<file path="src/design/sbcr_pkg.sv">
`timescale 1ns / 1ps
// shared types, widths and helpers for the swept box collision pipeline
// no dependencies

package sbcr_pkg;

    // slab time magnitude bits below the clamp value
    localparam int QBITS      = 15;
    localparam int T_W        = QBITS + 2;
    localparam int NUM_W      = 26;
    localparam int DIR_W      = 40;
    localparam int FRAC_SHIFT = 30;
    localparam int REM_W      = NUM_W + FRAC_SHIFT;
    localparam int DIV_STAGES = QBITS + 3;
    localparam int RES_STAGES = 5;

    localparam logic signed [T_W-1:0] T_ONE     = 17'sd16384;
    localparam logic signed [T_W-1:0] T_NEG_ONE = -17'sd16384;
    localparam logic signed [T_W-1:0] T_ZERO    = 17'sd0;

    localparam logic signed [1:0] N_POS  = 2'sb01;
    localparam logic signed [1:0] N_NEG  = 2'sb11;
    localparam logic signed [1:0] N_ZERO = 2'sb00;

    typedef struct packed {
        logic signed [23:0]      ml;
        logic signed [23:0]      mt;
        logic        [22:0]      mw;
        logic        [22:0]      mh;
        logic signed [23:0]      vx;
        logic signed [23:0]      vy;
        logic signed [DIR_W-1:0] dx;
        logic signed [DIR_W-1:0] dy;
        logic                    any_vel;
    } pair_t;

    typedef struct packed {
        pair_t                   pair;
        logic signed [NUM_W-1:0] num_nx;
        logic signed [NUM_W-1:0] num_ny;
        logic signed [NUM_W-1:0] num_fx;
        logic signed [NUM_W-1:0] num_fy;
    } setup_t;

    function automatic logic signed [23:0] sat24(input logic signed [27:0] x);
        logic signed [23:0] r;
        if (x > 28'sd8388607)
            r = 24'sd8388607;
        else if (x < -28'sd8388608)
            r = -24'sd8388608;
        else
            r = x[23:0];
        return r;
    endfunction

endpackage

</file>
<file path="src/design/sbcr_setup.sv">
`timescale 1ns / 1ps
// first stage: sweep direction and the four slab numerators
// depends on sbcr_pkg

module sbcr_setup (
    input  logic                 clk,
    input  logic                 en,
    input  logic signed [23:0]   mover_left,
    input  logic signed [23:0]   mover_top,
    input  logic        [22:0]   mover_width,
    input  logic        [22:0]   mover_height,
    input  logic signed [23:0]   vel_x,
    input  logic signed [23:0]   vel_y,
    input  logic        [15:0]   step_time,
    input  logic signed [23:0]   still_left,
    input  logic signed [23:0]   still_top,
    input  logic        [22:0]   still_width,
    input  logic        [22:0]   still_height,
    output sbcr_pkg::setup_t     setup
);

    sbcr_pkg::setup_t setup_reg;
    sbcr_pkg::setup_t setup_next;
    logic signed [40:0] dx_full;
    logic signed [40:0] dy_full;

    always_comb
    begin
        dx_full = vel_x * $signed({1'b0, step_time});
        dy_full = vel_y * $signed({1'b0, step_time});
        setup_next.pair.ml      = mover_left;
        setup_next.pair.mt      = mover_top;
        setup_next.pair.mw      = mover_width;
        setup_next.pair.mh      = mover_height;
        setup_next.pair.vx      = vel_x;
        setup_next.pair.vy      = vel_y;
        setup_next.pair.dx      = dx_full[sbcr_pkg::DIR_W-1:0];
        setup_next.pair.dy      = dy_full[sbcr_pkg::DIR_W-1:0];
        setup_next.pair.any_vel = (vel_x != 24'sd0) || (vel_y != 24'sd0);
        setup_next.num_nx = 26'(still_left) - 26'(mover_left)
                            - $signed({3'b000, mover_width});
        setup_next.num_ny = 26'(still_top) - 26'(mover_top)
                            - $signed({3'b000, mover_height});
        setup_next.num_fx = 26'(still_left) + $signed({3'b000, still_width})
                            - 26'(mover_left);
        setup_next.num_fy = 26'(still_top) + $signed({3'b000, still_height})
                            - 26'(mover_top);
    end

    always_ff @(posedge clk)
    begin
        if (en)
            setup_reg <= setup_next;
    end

    assign setup = setup_reg;

endmodule

</file>
<file path="config.mk">
export PLATFORM = sky130hd
export DESIGN_NAME = sbcr_setup
export DESIGN_NICKNAME = d
export VERILOG_FILES = /design/src/design/sbcr_pkg.sv /design/src/design/sbcr_setup.sv
export SDC_FILE = /design/constraint.sdc
export NUM_CORES = 2
export LEC_CHECK = 0
export BUFFER_PORTS_ARGS = -buffer_cell sky130_fd_sc_hd__buf_2
export CAP_MARGIN = 15
export CORE_MARGIN = 1.5
export CORE_UTILIZATION = 61
export DETAILED_ROUTE_END_ITERATION = 12
export PLACE_DENSITY = 0.84
export RECOVER_POWER = 50
export SETUP_SLACK_MARGIN = 0.02
export SLEW_MARGIN = 15
export SYNTH_ARGS = -nofsm -noshare
export SYNTH_HDL_FRONTEND = slang
export SYNTH_SLANG_ARGS = --single-unit
</file>
<file path="constraint.sdc">
create_clock -name clk -period 7 [get_ports clk]
set_input_delay 0 -clock clk [delete_from_list [all_inputs] [get_ports clk]]
set_output_delay 0 -clock clk [all_outputs]
set_load 0.05 [all_outputs]
</file>
==> results.yml <==
status:
  status: "finished, violations left"
  violations: "capacitance limit, slew limit"
routing:
  drtIter0Drc: 2739
  drt_pass1_iterations: 6
  drt-total-wl_mm: 126
  drcViolationCount: 0
  ant_nets: 0
  vias: 35000
  via_per_inst: 5.64
  avgRoutedWirePerCell_um: 20.3
synthesis:
  synth_top_area_cell: "fa_1"
  synth_fp_nets: 5914
  synth_edf_count: 327
  yosysSeqAreaShare_pct: 21.8
  synth.area.top_cells: "fa_1, edfxtp_1, inv_1, ha_1, and2_1"
  netlist_instances: 4520
  synth_ff_type: "edfxtp_1"
  syn_area_per_cell_um2: 9.95
  synth_seq_cells: 327
  yosys.area.top_type_share_pct: 37.2
  syn-cell-area_um2: 45000
  async_flop_share_pct: 0
  synth_cell_types: 67
  ys_warn_count: 0
floorplanning:
  core_um2: 73000
  rows: 99
  start_util_pct: 61.7
  die_area_um2: 75400
  die_h_um: 275
  io_pins: 581
  chipWidth_um: 275
sta:
  max_slew_margin_pct: -338
  maxSlewViolCount: 107
  setup_viol: 0
  rsz0062_at_grt: "false"
  min_period_over_period_pct: 95.2
  period_needed_ns: 6.67
  fmax_mhz: 150
  worst_pin_slew_ns: 6.57
  fin_tns_setup_ns: 0
  whs_ns: 0.0311
  hold_viol: 0
global_routing:
  overflow: 0
  grt_pass1_vias: 37400
  grt_max_degree: 149
  antenna_found_initial: 28
  grt_first_pass_wirelength_mm: 195
  grt_usage_pct: 33.8
worst_hold_path:
  hold_path_depth: 5
  hp-start: "still_width[0]"
  hold_end: "setup[26]"
  hold_path.class: "in2reg"
cts:
  numCtsBuffers: 39
  root_buffer: "clkbuf_16"
  post_cts_buffers: 0
  cts_buffer_depth: 3
  cts_tree: "done"
  cts.clk_slew.worst_paths_ns: 0.06
  cts_sinks: 327
  htreeDepth: 2
setup_path:
  criticalPathCategory: "in2reg"
  crit_arrival_ns: 6.98
  critPathMaxFanout: 11
  start_kind: "input pin"
  cp.required_ns: 7.31
  end_kind: "register"
job:
  max_cap_violations: 1
finish:
  nets: 6598
  largest_reg_flops: 327
  drive_above_1_share_pct: 6.86
  syn_to_final_growth_pct: 14.2
placement:
  place_congestion: 0.936
  portBuffers: 580
  hpwlAfterDp_mm: 91.7
-- final cells by class --
cell class,instances,area [um^2]
clock buffer,45,998
sequential,327,9820
antenna,21,52.6
inverter,1232,4620
fill,5258,21600
clock inverter,23,233
tap,959,1200
timing repair buffer,779,4430
multi-input combinational,2825,30000
-- per-stage QoR --
step	std cells	setup slack, ns	utilization [%]	instance area [um^2]
3_5_place_dp	5974	0.404	67.2	49100
5_1_grt	6203	0.0927	70.4	51400
2_1_floorplan	4520	0.947	-	45000
4_1_cts	6190	0.528	71.0	51800
6_report	6211	0.333	70.4	51400
3_3_place_gp	5974	0.557	67.2	49100
-- how the worst max path moves through the flow --
stage	slack (ns)	end	depth (start not counted)	from
4_1_cts	0.53	setup[144]	23	vel_y[11]
3_3_place_gp	0.56	setup[144]	23	step_time[3]
3_5_place_dp	0.40	setup[144]	22	step_time[2]
2_1_floorplan	0.95	setup[143]	23	step_time[3]
6_report	0.33	setup[184]	21	vel_x[7]
5_1_grt	0.09	setup[184]	22	vel_x[14]
-- cell usage in the layout, fill, tap and decap left out, drive strengths merged, types with 6 or more instances in the layout --
cell / synthesis / layout
clkbuf: 135 / 386
o211ai: 9 / 9
a31oi: 12 / 12
nand2b: 33 / 33
edfxtp: 327 / 327
nor4: 15 / 15
nor3: 30 / 30
and3: 11 / 11
fa: 836 / 836
o21bai: 18 / 18
o21ai: 77 / 77
ha: 304 / 304
dlygate4sd3: 0 / 148
inv: 1232 / 1236
xor2: 46 / 46
or2: 7 / 7
nand4: 15 / 15
and2: 316 / 316
o21a: 23 / 23
nor2: 95 / 95
nand2: 518 / 518
diode: 0 / 21
a21o: 66 / 66
a21oi: 113 / 113
clkinv: 0 / 14
nor2b: 18 / 18
buf: 1 / 290
a211o: 6 / 6
nand3: 32 / 32
a211oi: 25 / 25
xnor2: 118 / 118
-- synth_stat cells (all sizes together), types with 15 or more instances --
cell type and number:
a21o 66, inv 1232, nor4 15, o21a 23, nor2b 18, and2 316
xnor2 118, a211oi 25, clkbuf 135, fa 836, nor3 30, nand3 32
ha 304, edfxtp 327, xor2 46, nand2b 33, o21ai 77, o21bai 18
a21oi 113, nand2 518, nor2 95, nand4 15
-- per-layer routing --
metal	global-route usage, %	vias to the layer above	share of wire [%]
met4	21.0	20	7.0
met5	0	-	0.10
met3	7.95	582	9.5
met2	57.9	1847	50
li1	-	15100	-
met1	38.2	17500	34
-- timing repair --
item / CTS / global route
hold buffers: 148 / 0
resized for setup: 0 / 0
endpoints found under the hold margin: 150 / 0
-- logic make-up (layout without fill, tap and decap cells) --
logic type      after synthesis  after routing  synth area share (%)
flops                       327            327                  21.8
buf+inv                    1368           2079                  11.4
mux                           1              1                0.0222
other cells                   0             21                     0
xor+xnor                    164            164                  3.19
simple gates               1106           1106                  11.9
fa+ha+maj                  1140           1140                  45.6
compound gates              414            414                  6.02
-- critical path, stage by stage --
cell           delay (ns)
dlygate4sd3_1        0.59
clkbuf_1             0.60
buf_4                0.31
nand2_1              0.09
fa_1                 0.54
inv_1                0.05
fa_1                 0.54
fa_1                 0.59
fa_1                 0.44
fa_1                 0.49
inv_1                0.05
fa_1                 0.47
inv_1                0.04
ha_1                 0.23
o41a_1               0.42
a41oi_1              0.35
a21oi_1              0.25
o2111ai_1            0.39
nand2_1              0.10
o41ai_1              0.31
xnor2_1              0.10
Power is left out: the tool's default activity adds up to more than one toggle a clock period on the data nets, which glitch-free logic cannot reach.
