`src/design/sbcr_pkg.sv`:
```
`timescale 1ns / 1ps
// shared types, widths and helpers for the swept box collision pipeline
// no dependencies

package sbcr_pkg;

    // slab time magnitude bits below the clamp value
    localparam int QBITS      = 15;
    localparam int T_W        = QBITS + 2;
    localparam int NUM_W      = 26;
    localparam int DIR_W      = 40;
    localparam int FRAC_SHIFT = 30;
    localparam int REM_W      = NUM_W + FRAC_SHIFT;
    localparam int DIV_STAGES = QBITS + 3;
    localparam int RES_STAGES = 5;

    localparam logic signed [T_W-1:0] T_ONE     = 17'sd16384;
    localparam logic signed [T_W-1:0] T_NEG_ONE = -17'sd16384;
    localparam logic signed [T_W-1:0] T_ZERO    = 17'sd0;

    localparam logic signed [1:0] N_POS  = 2'sb01;
    localparam logic signed [1:0] N_NEG  = 2'sb11;
    localparam logic signed [1:0] N_ZERO = 2'sb00;

    typedef struct packed {
        logic signed [23:0]      ml;
        logic signed [23:0]      mt;
        logic        [22:0]      mw;
        logic        [22:0]      mh;
        logic signed [23:0]      vx;
        logic signed [23:0]      vy;
        logic signed [DIR_W-1:0] dx;
        logic signed [DIR_W-1:0] dy;
        logic                    any_vel;
    } pair_t;

    typedef struct packed {
        pair_t                   pair;
        logic signed [NUM_W-1:0] num_nx;
        logic signed [NUM_W-1:0] num_ny;
        logic signed [NUM_W-1:0] num_fx;
        logic signed [NUM_W-1:0] num_fy;
    } setup_t;

    function automatic logic signed [23:0] sat24(input logic signed [27:0] x);
        logic signed [23:0] r;
        if (x > 28'sd8388607)
            r = 24'sd8388607;
        else if (x < -28'sd8388608)
            r = -24'sd8388608;
        else
            r = x[23:0];
        return r;
    endfunction

endpackage

```
`src/design/sbcr_div.sv`:
```
`timescale 1ns / 1ps
// pipelined restoring divider for one slab time, clamped, truncated toward zero
// depends on sbcr_pkg

module sbcr_div (
    input  logic                                clk,
    input  logic [sbcr_pkg::DIV_STAGES-1:0]     en,
    input  logic signed [sbcr_pkg::NUM_W-1:0]   num,
    input  logic signed [sbcr_pkg::DIR_W-1:0]   den,
    output logic signed [sbcr_pkg::T_W-1:0]     t,
    output logic                                invalid
);

    localparam int QB = sbcr_pkg::QBITS;
    localparam int RW = sbcr_pkg::REM_W;
    localparam int DW = sbcr_pkg::DIR_W;
    localparam int NW = sbcr_pkg::NUM_W;

    logic [RW-1:0] rem_reg [0:QB+1];
    logic [DW-1:0] den_reg [0:QB+1];
    logic          neg_reg [0:QB+1];
    logic          inv_reg [0:QB+1];
    logic [QB-1:0] q_reg   [1:QB+1];
    logic          ovf_reg [1:QB+1];

    logic signed [sbcr_pkg::T_W-1:0] t_reg;
    logic                            inv_out_reg;
    logic [NW-1:0]                   num_abs;
    logic [DW-1:0]                   den_abs;
    logic [sbcr_pkg::T_W-1:0]        mag;

    assign num_abs = num[NW-1] ? NW'(-num) : NW'(num);
    assign den_abs = den[DW-1] ? DW'(-den) : DW'(den);

    always_ff @(posedge clk)
    begin
        if (en[0])
        begin
            rem_reg[0] <= {num_abs, {sbcr_pkg::FRAC_SHIFT{1'b0}}};
            den_reg[0] <= den_abs;
            neg_reg[0] <= num[NW-1] ^ den[DW-1];
            inv_reg[0] <= (num == '0) && (den == '0);
        end
    end

    // quotient at or above the clamp value saturates
    always_ff @(posedge clk)
    begin
        if (en[1])
        begin
            rem_reg[1] <= rem_reg[0];
            den_reg[1] <= den_reg[0];
            neg_reg[1] <= neg_reg[0];
            inv_reg[1] <= inv_reg[0];
            q_reg[1]   <= '0;
            ovf_reg[1] <= rem_reg[0] >= (RW'(den_reg[0]) << QB);
        end
    end

    for (genvar s = 2; s <= QB + 1; s++)
    begin : g_step
        localparam int B = QB + 1 - s;
        logic [RW:0] trial;

        assign trial = {1'b0, rem_reg[s-1]} - ((RW+1)'(den_reg[s-1]) << B);

        always_ff @(posedge clk)
        begin
            if (en[s])
            begin
                den_reg[s] <= den_reg[s-1];
                neg_reg[s] <= neg_reg[s-1];
                inv_reg[s] <= inv_reg[s-1];
                ovf_reg[s] <= ovf_reg[s-1];
                if (!trial[RW])
                begin
                    rem_reg[s] <= trial[RW-1:0];
                    q_reg[s]   <= q_reg[s-1] | (QB'(1) << B);
                end
                else
                begin
                    rem_reg[s] <= rem_reg[s-1];
                    q_reg[s]   <= q_reg[s-1];
                end
            end
        end
    end

    assign mag = ovf_reg[QB+1] ? (sbcr_pkg::T_W'(1) << QB) : {2'b00, q_reg[QB+1]};

    always_ff @(posedge clk)
    begin
        if (en[QB+2])
        begin
            t_reg       <= neg_reg[QB+1] ? -$signed(mag) : $signed(mag);
            inv_out_reg <= inv_reg[QB+1];
        end
    end

    assign t       = t_reg;
    assign invalid = inv_out_reg;

endmodule

```
`config.mk`:
```
export PLATFORM = sky130hd
export DESIGN_NAME = sbcr_div
export DESIGN_NICKNAME = d
export VERILOG_FILES = /design/src/design/sbcr_pkg.sv /design/src/design/sbcr_div.sv
export SDC_FILE = /design/constraint.sdc
export NUM_CORES = 2
export LEC_CHECK = 0
export BUFFER_PORTS_ARGS = -buffer_cell sky130_fd_sc_hd__buf_4
export CAP_MARGIN = 20
export CORE_MARGIN = 3
export CORE_UTILIZATION = 58
export DETAILED_ROUTE_END_ITERATION = 7
export HOLD_SLACK_MARGIN = 0.1
export PLACE_DENSITY = 0.77
export SYNTH_ARGS = -nofsm -noshare
export SYNTH_HDL_FRONTEND = slang
export SYNTH_SLANG_ARGS = --single-unit
```
`constraint.sdc`:
```
create_clock -name clk -period 3.83 [get_ports clk]
set_input_delay 0.383 -clock clk [delete_from_list [all_inputs] [get_ports clk]]
set_output_delay 0.383 -clock clk [all_outputs]
set_load 0.1 [all_outputs]
```
==> out/results.txt <==
Status: complete, no violations
Multi-input gate area: 39700 µm²
Die area: 159000 µm²
Fin crit period: 3.80 ns
Clock Latency Late Sink: 0.81 ns
CP required: 4.39 ns
Max VDD drop: 0.517 mV
First-pass GRT wire length: 321000 µm
Post-synthesis cell type count: 76
Ys async rst share: 0
Final setup fails: 0
Vias post-DR: 65400
Die Wd: 398 µm
Largest net degree at the start of global routing: 109
Iter 0 DRT Violations: 3820
Via count of the first global-routing pass: 66600
Max Buffers Root-to-Sink: 3
Crit path DAT: 4.35 ns
Final hold vios: 0
CTS tree: built
Vias per inst: 5.78
CP Capture Type: flop
Crit path kind: primary input to flop
Synth Warn #: 0
CP startpoint kind: primary input
CP Cell Sequence: buf_4 > nor4_4 > nand2b_1 > or3_1 > or4_1 > or4_1 > or4_4 > or3_1 > buf_4 > o31ai_2 > xnor2_1 > dlygate4sd3_1
CP max FO: 4
Max incr delay on CP: 0.57 ns
# rows: 143
Clk slew on worst S/H paths: 0.06 ns
Hpwl dp: 151000 µm
Mapped Cells: 8405
Worst slew pin tran: 0.924 ns
Share of cells above drive strength 1: 0.129
Final worst slack: 0.0350 ns
Count of input and output buffers: 102
Post-Route WL: 201000 µm
Post-synth EDFFs: 1559
Static leakage: 42.3 nW
Final Core Density: 0.685
Pre-CTS WS: -0.538 ns
Grt ovf: 0
Most common cell in the netlist: edfxtp_1
Hold Crit Class: primary input to flop
Final period util: 0.991
Area Growth Syn to Fin: 16.9%
Vert. Die Dim: 398 µm
Post-route DRC: 0
Max_slew headroom: 0.384
Synthesized net count: 9102
Clk_skew: 0.0358 ns
Pwr per Cell Area: 717 nW/µm²
ANT cells: 0
Mapped Avg Cell Area: 10.6 µm²
Fin. max-slew vios: 0
Num CTS Buffers: 168
Syn Std Cell Area: 89300 µm²
CTS Root Cell: clkbuf_16
FF+latch area: 46800 µm²
Yosys reg bits: 1559
Top Ports: 103
RSZ-0062 raised after global routing: yes
Wire per inst: 17.8 µm
Routability Congestion: 1.01
Initial antenna violation count: 1
Drt pass-1 iters: 6
Top-area cell type share of the netlist area: 0.524
Leading area contributor after synthesis: edfxtp_1
Sink Count: 1559
Nets: 9847
Total power: 74.8 mW
Synth top area cells: edfxtp_1 (52%), ha_1 (8.4%), o21ai_0 (4.2%), nand2_1 (3.8%), xnor2_1 (3.6%)
Max reg flops: 731
WHS: 0.188 ns
Maxcap violations: 0
Crit-path slowest cell: dlygate4sd3_1
H-tree depth: 4
Fill cells: 11000
Initial Utilization: 0.586
Max frequency: 264 MHz
Core Area: 152000 µm²
Leading cell types by count after synthesis: edfxtp_1 (1559), nand2_1 (907), inv_1 (759)
Gr usage total: 0.250
Post-route ant nets: 0
Prevailing post-synth register cell: edfxtp_1
Register area share after synthesis: 0.524
-- where the power goes --
part,internal (mW),switching (mW)
logic,14.2,17.9
clock network,9.47,6.54
registers,24.4,2.29
-- worst paths after layout --
| check | start | endpoint | slack, ns | cells after the start |
|---|---|---|---|---|
| setup / recovery | den[5] | den_reg[0][31] | 0.03 | 12 |
| hold / removal | en[6] | neg_reg[6] | 0.19 | 2 |
| setup reg to reg | den_reg[0][86] | rem_reg[3][20] | 0.09 | 15 |
| hold reg to reg | q_reg[3][23] | q_reg[3][38] | 0.40 | 0 |
-- cell families after synthesis --
family / synth area share
flip-flops: 0.524
AND/OR/NAND/NOR: 0.116
XOR/XNOR: 0.0660
adder cells (fa/ha/maj): 0.0868
buffers and inverters: 0.0427
multiplexers: 0.00375
AO/OA/AOI/OAI: 0.161
-- metrics by stage --
stage               std cells  setup TNS [ns]  instance area (µm²)
floorplan                8405          -0.243                89300
global placement        10900          -20.42                96500
detailed placement      10900          -32.46                96500
CTS                     11300               0               104000
global route            11300          -0.205               104000
finish                  11300               0               104000
-- placed cells by master (no fill, tap or decap), drive strengths merged, types with 110 or more instances in the layout --
master          n
edfxtp       1559
nor2          402
xnor2         370
xor2          303
clkbuf        204
a21o          345
nand2         907
buf           719
nand3         142
ha            599
dlygate4sd3   110
o21ai         744
a21oi         593
inv           767
-- repair_timing --
| action | CTS | global route |
|---|---|---|
| pin swaps | 21 | 36 |
| resized for setup | 70 | 136 |
| endpoints found under the setup margin | 241 | 357 |
| setup buffers | 14 | 13 |
| hold buffers | 110 | 0 |
| hold endpoints to repair | 269 | 0 |
| gates cloned | 3 | 0 |
-- area by class of cell --
| cell class | instances | share of cell area |
|---|---|---|
| timing repair buffer | 831 | 0.0665 |
| inverter | 759 | 0.0273 |
| clock inverter | 106 | 0.0106 |
| sequential | 1559 | 0.449 |
| tap | 2030 | 0.0243 |
| clock buffer | 204 | 0.0424 |
| multi-input combinational | 5831 | 0.380 |
-- metal layers --
metal / up-vias / track usage / share of wire / wire, µm
li1: 32100 / - / - / -
met1: 30600 / 0.240 / 0.35 / 71100
met2: 1954 / 0.490 / 0.54 / 108000
met3: 757 / 0.0288 / 0.034 / 6800
met4: 0 / 0.173 / 0.074 / 14900
met5: - / 0 / 0 / 0
-- worst max-delay path: cells and delay by family --
kind | cells | cell delay, ns
buffers and inverters | 3 | 0.90
xor gates and xnor gates | 1 | 0.13
AOI/OAI and AO/OA | 1 | 0.24
and+or+nand+nor | 7 | 2.69
No activity file was read; power rests on OpenSTA's default activity.
